`src/design/mcomp_pkg.sv`:
```
// ----------------------------------------------------------------------------
// mcomp_pkg: shared types and constants for the magnetometer compensation
// Holds the register index codes, the reset values and the decoded
// coefficient bundle that the register block hands to the datapath.
// ----------------------------------------------------------------------------
package mcomp_pkg;

  localparam int RAW_W   = 24;  // width of one raw sensor word
  localparam int MAG_W   = 21;  // signed value held in bits 23:3 of a raw word
  localparam int TEMP_W  = 22;  // temperature result width
  localparam int FIELD_W = 32;  // field result width
  localparam int A_W     = 36;  // field after offset, gain and temperature terms
  localparam int F_W     = 38;  // field after the cross-axis terms

  // Register index, taken from paddr[5:3].
  typedef enum logic [2:0] {
    REG_OTP_LOW    = 3'd0,
    REG_OTP_MID    = 3'd1,
    REG_OTP_HIGH   = 3'd2,
    REG_USER_OFF   = 3'd3,
    REG_USER_SCALE = 3'd4,
    REG_USER_EN    = 3'd5
  } reg_idx_t;

  // Soft-iron scales reset to 1.0 in Q2.14 on every axis.
  localparam logic [47:0] USER_SCALES_RESET = 48'h4000_4000_4000;

  // 23 degrees in 1/65536 degree steps, added to the raw temperature.
  localparam logic [TEMP_W-1:0] TEMP_BIAS = 22'd1507328;

  typedef logic signed [A_W-1:0] acc_t;
  typedef logic signed [F_W-1:0] fld_t;

  // Coefficients decoded from the OTP and user registers.
  typedef struct packed {
    logic signed [11:0] off_x, off_y, off_z;
    logic signed [17:0] gain_x, gain_y, gain_z;
    logic signed [7:0]  tco_x, tco_y, tco_z;
    logic signed [21:0] t0;
    logic signed [22:0] c_xy, c_yx, c_zx, c_zy;
    logic signed [15:0] uoff_x, uoff_y, uoff_z;
    logic [15:0]        usc_x, usc_y, usc_z;
    logic               ucal_en;
  } coef_t;

endpackage

```
`src/design/mcomp_regs.sv`:
```
// ----------------------------------------------------------------------------
// mcomp_regs: configuration registers and coefficient decoder
// APB-style register file for the OTP and user words. The factory and user
// coefficients are decoded from it into a registered bundle.
// ----------------------------------------------------------------------------
module mcomp_regs
  import mcomp_pkg::*;
(
  input  logic        clk,
  input  logic        rst,
  input  logic        psel,
  input  logic        penable,
  input  logic        pwrite,
  input  logic [5:0]  paddr,
  input  logic [63:0] pwdata,
  output logic [63:0] prdata,
  output coef_t       coef
);

  logic [63:0] otp_low;
  logic [63:0] otp_mid;
  logic [31:0] otp_high;
  logic [47:0] user_off;
  logic [47:0] user_scale;
  logic        user_en;
  logic        wr;
  reg_idx_t    idx;

  assign wr  = psel & penable & pwrite;
  assign idx = reg_idx_t'(paddr[5:3]);

  always_ff @(posedge clk) begin
    if (rst) begin
      otp_low    <= '0;
      otp_mid    <= '0;
      otp_high   <= '0;
      user_off   <= '0;
      user_scale <= USER_SCALES_RESET;
      user_en    <= 1'b0;
    end else if (wr) begin
      unique case (idx)
        REG_OTP_LOW:    otp_low    <= pwdata;
        REG_OTP_MID:    otp_mid    <= pwdata;
        REG_OTP_HIGH:   otp_high   <= pwdata[31:0];
        REG_USER_OFF:   user_off   <= pwdata[47:0];
        REG_USER_SCALE: user_scale <= pwdata[47:0];
        REG_USER_EN:    user_en    <= pwdata[0];
        default: ;
      endcase
    end
  end

  always_comb begin
    unique case (idx)
      REG_OTP_LOW:    prdata = otp_low;
      REG_OTP_MID:    prdata = otp_mid;
      REG_OTP_HIGH:   prdata = {32'd0, otp_high};
      REG_USER_OFF:   prdata = {16'd0, user_off};
      REG_USER_SCALE: prdata = {16'd0, user_scale};
      REG_USER_EN:    prdata = {63'd0, user_en};
      default:        prdata = '0;
    endcase
  end

  // Temperature offset t*65536/5 rounded to nearest. Since 65536 = 5*13107 + 1,
  // the quotient of |t|*65536 + 2 is 13107*|t| + (|t| + 2)/5, and the small
  // division is a multiply by 205/1024, exact below 1024.
  function automatic logic signed [21:0] t0_of(input logic signed [7:0] t);
    logic [7:0]  mag;
    logic [20:0] q;
    mag = t[7] ? 8'(-t) : 8'(t);
    q   = 21'(21'(mag) * 21'd13107) +
          21'(((16'(mag) + 16'd2) * 16'd205) >> 10);
    return t[7] ? -$signed({1'b0, q}) : $signed({1'b0, q});
  endfunction

  // Cross-axis coefficient c*2^24/800 in Q24, rounded to nearest. With
  // 2^24 = 800*20971 + 416 the remainder part (416*|c| + 400)/800 is done as
  // a shift by 5 and a multiply by 1311/32768 for the division by 25.
  function automatic logic signed [22:0] cross_of(input logic signed [7:0] c);
    logic [7:0]  mag;
    logic [10:0] z;
    logic [21:0] q;
    mag = c[7] ? 8'(-c) : 8'(c);
    z   = 11'((22'(mag) * 22'd416 + 22'd400) >> 5);
    q   = 22'(22'(mag) * 22'd20971) + 22'((22'(z) * 22'd1311) >> 15);
    return c[7] ? -$signed({1'b0, q}) : $signed({1'b0, q});
  endfunction

  // Sensitivity gain 1 + s/256 in Q16, plus a trim term.
  function automatic logic signed [17:0] gain_of(input logic signed [7:0] s,
                                                 input logic signed [17:0] trim);
    return 18'sd65536 + 18'($signed({s, 8'd0})) + trim;
  endfunction

  // The decoded bundle is refreshed every cycle; the datapath first reads it
  // in the offset removal stage, which works on the input register.
  always_ff @(posedge clk) begin
    coef.off_x   <= $signed(otp_low[27:16]);
    coef.off_y   <= $signed(otp_low[43:32]);
    coef.off_z   <= $signed(otp_low[59:48]);
    coef.gain_x  <= gain_of($signed(otp_low[63:56]), 18'sd0);
    coef.gain_y  <= gain_of($signed(otp_mid[7:0]), 18'sd66);
    coef.gain_z  <= gain_of($signed(otp_mid[15:8]), 18'sd0);
    coef.tco_x   <= $signed(otp_mid[23:16]);
    coef.tco_y   <= $signed(otp_mid[31:24]);
    coef.tco_z   <= $signed(otp_mid[39:32]);
    coef.t0      <= t0_of($signed(otp_low[7:0]));
    coef.c_xy    <= cross_of($signed(otp_high[7:0]));
    coef.c_yx    <= cross_of($signed(otp_high[15:8]));
    coef.c_zx    <= cross_of($signed(otp_high[23:16]));
    coef.c_zy    <= cross_of($signed(otp_high[31:24]));
    coef.uoff_x  <= $signed(user_off[15:0]);
    coef.uoff_y  <= $signed(user_off[31:16]);
    coef.uoff_z  <= $signed(user_off[47:32]);
    coef.usc_x   <= user_scale[15:0];
    coef.usc_y   <= user_scale[31:16];
    coef.usc_z   <= user_scale[47:32];
    coef.ucal_en <= user_en;
  end

endmodule

```
`config.mk`:
```
export PLATFORM = sky130hd
export DESIGN_NAME = mcomp_regs
export DESIGN_NICKNAME = d
export VERILOG_FILES = /design/src/design/mcomp_pkg.sv /design/src/design/mcomp_regs.sv
export SDC_FILE = /design/constraint.sdc
export NUM_CORES = 2
export LEC_CHECK = 0
export ABC_AREA = 1
export BUFFER_PORTS_ARGS = -buffer_cell sky130_fd_sc_hd__buf_2
export CORE_MARGIN = 3
export CORE_UTILIZATION = 25
export DETAILED_ROUTE_END_ITERATION = 8
export PLACE_DENSITY = 0.4
export SLEW_MARGIN = 15
export SYNTH_ARGS = -nofsm -noshare
export SYNTH_HDL_FRONTEND = slang
export SYNTH_SLANG_ARGS = --single-unit
```
`constraint.sdc`:
```
create_clock -name clk -period 12.9 [get_ports clk]
set_clock_uncertainty 0.1 [all_clocks]
set_input_delay 0 -clock clk [delete_from_list [all_inputs] [get_ports clk]]
set_output_delay 0 -clock clk [all_outputs]
set_load 0.05 [all_outputs]
```
==> metrics.txt <==
# TYPE chip_impl_metric gauge
chip_impl_metric{name="cp.depth",unit=""} 59
chip_impl_info{name="yosysMostFrequentCell",value="inv_1"} 1
chip_impl_metric{name="starting_density_of_the_core",unit="%"} 25.29
chip_impl_info{name="critPathLaunch",value="otp_high[17]$_SDFFE_PP0P_"} 1
chip_impl_metric{name="cts_buffers",unit=""} 68
chip_impl_metric{name="final-max-slew-violation-count",unit=""} 0
chip_impl_metric{name="cellPowerDensity",unit="mW/mm^2"} 95.83
chip_impl_metric{name="min_period",unit="ps"} 11930
chip_impl_metric{name="fin_tns_setup",unit="ps"} 0
chip_impl_metric{name="clock_path_buffers",unit=""} 3
chip_impl_metric{name="drt_first_pass_iters",unit=""} 7
chip_impl_metric{name="combPwrFrac",unit="%"} 25.7
chip_impl_metric{name="final_nets",unit=""} 7540
chip_impl_metric{name="critical_path_buf_inv_count",unit=""} 13
chip_impl_metric{name="yosys.cell_types.count",unit=""} 59
chip_impl_metric{name="ir_worst_vdd",unit="mV"} 0.08970
chip_impl_metric{name="fp.dieW",unit="um"} 434.7
chip_impl_metric{name="post_drt_wl_per_cell",unit="um"} 16.76
chip_impl_metric{name="dp.final_hpwl",unit="um"} 120100
chip_impl_metric{name="antenna_found_initial",unit=""} 4
chip_impl_metric{name="worst_ep_required_time",unit="ps"} 13370
chip_impl_metric{name="swShare",unit="%"} 33.55
chip_impl_metric{name="floorplan.io_pins",unit=""} 464
chip_impl_metric{name="net_switching_power",unit="W"} 0.001761
chip_impl_metric{name="synth_seq_area_share",unit="%"} 24.00
chip_impl_metric{name="layout_worst_path_cycle_share",unit="%"} 92.46
chip_impl_metric{name="worst_hold_slack",unit="ps"} 69.10
chip_impl_info{name="critical_path_class",value="register to register"} 1
chip_impl_metric{name="dieHeight",unit="um"} 434.7
chip_impl_metric{name="cellLeakagePower",unit="nW"} 30.30
chip_impl_metric{name="globalplace.congestion",unit=""} 0.8238
chip_impl_metric{name="core_area",unit="sq mm"} 0.1817
chip_impl_metric{name="max-cap-violations",unit=""} 0
chip_impl_metric{name="yosys.area.top_type_share",unit="%"} 24.00
chip_impl_metric{name="first_global_vias",unit=""} 39120
chip_impl_metric{name="number_of_cells_traversed_by_the_worst_hold_path",unit=""} 4
chip_impl_metric{name="sequentialPowerShare",unit="%"} 34.1
chip_impl_info{name="end_kind",value="register"} 1
chip_impl_metric{name="detailedRoute.firstIterationViolations",unit=""} 1467
chip_impl_metric{name="syn-cell-area",unit="sq mm"} 0.04596
chip_impl_metric{name="wire_length_of_the_first_global_routing_pass",unit="um"} 232400
chip_impl_info{name="netlist_top_cells_area",value="dfxtp_1, ha_1, fa_1"} 1
chip_impl_info{name="yosysTopAreaCell",value="dfxtp_1"} 1
chip_impl_metric{name="cts.sink_count",unit=""} 551
chip_impl_metric{name="crit_path_dat",unit="ps"} 12400
chip_impl_metric{name="drt-total-wl",unit="um"} 149600
chip_impl_metric{name="drt_drc_violations_left",unit=""} 0
chip_impl_info{name="reg2reg_capture_point",value="coef[140]$_DFF_P_"} 1
chip_impl_metric{name="maxClockFrequency",unit="MHz"} 83.84
chip_impl_metric{name="avg_inst_size_synth",unit="sq um"} 7.837
chip_impl_info{name="run_status",value="complete, no violations"} 1
chip_impl_metric{name="vias",unit=""} 38128
chip_impl_metric{name="die_area",unit="sq mm"} 0.1890
chip_impl_metric{name="synth-edff-count",unit=""} 0
chip_impl_metric{name="port_buffers",unit=""} 433
chip_impl_metric{name="area.growth.synth_to_final",unit="%"} 19.16
chip_impl_info{name="clockRootBuffer",value="clkbuf_16"} 1
chip_impl_metric{name="yosysWarningCount",unit=""} 0
chip_impl_metric{name="ys_seq_elements",unit=""} 551
chip_impl_metric{name="r2r.worst_path.cells",unit=""} 59
chip_impl_info{name="synth_top_flop_cell",value="dfxtp_1"} 1
chip_impl_metric{name="post_route_cells_drive_above_1_share",unit="%"} 11.60
chip_impl_metric{name="n_fill_cell",unit=""} 19719
chip_impl_metric{name="timing_hold_violations_final",unit=""} 0
chip_impl_metric{name="drtAntennaViolNets",unit=""} 0
chip_impl_info{name="grt_setup_unrepaired",value="no"} 1
chip_impl_info{name="timing.hold.worst.class",value="input pin to register"} 1
chip_impl_metric{name="htreeDepth",unit=""} 3
chip_impl_metric{name="clock_edge_transition_at_the_registers_on_the_reported_setup_and_hold_paths",unit="ps"} 60
chip_impl_metric{name="internal-power",unit="W"} 0.003487
chip_impl_metric{name="cp_max_fo",unit=""} 8
chip_impl_info{name="min-delay-start",value="pwdata[32]"} 1
chip_impl_metric{name="grt_start_max_net_pins",unit=""} 81
chip_impl_metric{name="grt_use_total",unit="%"} 15.72
chip_impl_info{name="tritoncts_clock_tree",value="yes"} 1
chip_impl_metric{name="finalSetupViolCount",unit=""} 0
chip_impl_metric{name="worst-r2r-setup-slack",unit="ps"} 970
chip_impl_metric{name="crit_path_max_incr_delay",unit="ps"} 550
chip_impl_info{name="critPathLaunchType",value="register"} 1
chip_impl_info{name="critPathSlowestCell",value="fa_1"} 1
chip_impl_info{name="worstSetupEndpoint",value="coef[140]$_DFF_P_"} 1
chip_impl_metric{name="grt-ovfl-total",unit=""} 0
chip_impl_metric{name="synthesized_instance_count",unit=""} 5864
chip_impl_info{name="timing.rr.start",value="otp_high[17]$_SDFFE_PP0P_"} 1
chip_impl_metric{name="power.share.clock",unit="%"} 40.2
chip_impl_info{name="cell_seen_most_often_among_critical_path_stages",value="inv_1"} 1
chip_impl_info{name="most_instantiated_cells_after_synthesis",value="inv_1, nand2_1, ha_1, nor2_1, dfxtp_1"} 1
chip_impl_metric{name="postSynth.asyncResetShare",unit="%"} 0
chip_impl_metric{name="placement_rows",unit=""} 156
chip_impl_metric{name="insertion_delay",unit="ps"} 670
chip_impl_metric{name="routed_via_density",unit=""} 4.272
chip_impl_info{name="cp_top_family",value="adder cells"} 1
chip_impl_metric{name="timing.slew.headroom",unit="%"} 25.36
chip_impl_metric{name="worst-slew-pin-transition",unit="ps"} 1118
per-layer routing:
metal	GRT usage, %	wire length, um	share of wire [%]	up-vias
met2	28.45	74490	50	512
met3	2.996	6231	4.2	121
met4	4.311	3710	2.5	2
met5	0	13	0.0087	-
met1	18.85	65130	44	17913
li1	-	-	-	19580
tightest hold or removal path, delay by kind of cell:
kind	cells	cell delay (ps)
buf+inv	2	660
simple gates	2	130
through the flow:
stage | instance area [sq um] | setup slack (ps) | utilization (%) | cells | total power [W]
after floorplan | 46090 | 912.9 | - | 5901 | 0.002817
after global placement | 51170 | 522.3 | 28.16 | 8697 | 0.003168
after detailed placement | 51170 | 580.0 | 28.16 | 8697 | 0.003168
after CTS | 54690 | 497.7 | 30.09 | 8921 | 0.005356
after global routing | 54760 | 1.807 | 30.13 | 8924 | 0.005587
final | 54760 | 973.1 | 30.13 | 8925 | 0.005247
what timing repair did:
item | in CTS | in global routing
setup buffers | 0 | 2
endpoints found under the hold margin | 257 | 0
gates resized for setup | 0 | 16
setup endpoints to repair | 0 | 42
hold buffers | 104 | 0
power groups by stage:
stage	Clock (W)	Combinational, W	Sequential (W)
after global placement	0	0.00134	0.00183
after global routing	0.00224	0.00155	0.00179
after detailed placement	0	0.00134	0.00183
after floorplan	0	0.000854	0.00196
final	0.00211	0.00135	0.00179
after CTS	0.00219	0.00138	0.00179
cell type report:
type,count,area (sq um),area share (%)
antenna,2,5.005,0.009140
clock buffer,85,1856,3.388
clock inverter,35,623.1,1.138
inverter,1103,4151,7.581
multi-input combinational,4090,30270,55.28
sequential,551,11030,20.15
tap,2449,3064,5.596
timing repair buffer,610,3756,6.859
placed cells by master (no fill, tap or decap), drive strengths merged, types with 2 or more instances in the layout:
master	n
a21oi	225
dlygate4sd3	104
nand4	61
or2	22
clkbuf	85
fa	306
ha	735
o31ai	8
nand3	220
bufinv	12
clkinvlp	2
nand3b	23
o2111ai	25
conb	39
nor4	3
diode	2
a221oi	9
xor2	155
a22oi	24
o21bai	16
a31oi	7
a22o	15
nor2	686
o211ai	8
a21o	10
dfxtp	551
nor3	33
clkinv	21
o21ai	377
a211oi	2
inv	1103
xnor2	75
nand2	994
and2	5
buf	506
registers in the layout, indices dropped and copies added, names as in the netlist:
name,count
coef,294
otp_high,32
otp_low,64
otp_mid,64
user_en,1
user_off,48
user_scale,48
worst min-delay path by stage:
| stage | slack, ps | endpoint |
|---|---|---|
| after CTS | 0.5 | user_scale[20]$_SDFFE_PP0P_ |
| after floorplan | 30 | user_scale[14]$_SDFFE_PP1P_ |
| after detailed placement | 140 | otp_low[53]$_SDFFE_PP0P_ |
| after global placement | 140 | otp_mid[56]$_SDFFE_PP0P_ |
| final | 70 | otp_low[32]$_SDFFE_PP0P_ |
| after global routing | 50 | otp_mid[35]$_SDFFE_PP0P_ |
cells by family (layout without fill, tap and decap cells):
logic type,count (synthesis),after routing,share of synthesized area (%)
xor gates and xnor gates,230,230,4.571
adders and majority gates,1041,1041,33.34
DFF,551,551,24.00
buffers and inverters,1260,1833,10.60
and+or+nand+nor,2048,2048,18.62
AOI/OAI and AO/OA,732,732,8.851
other,2,41,0.01634
Note: power is estimated with default switching activity, not from simulation.
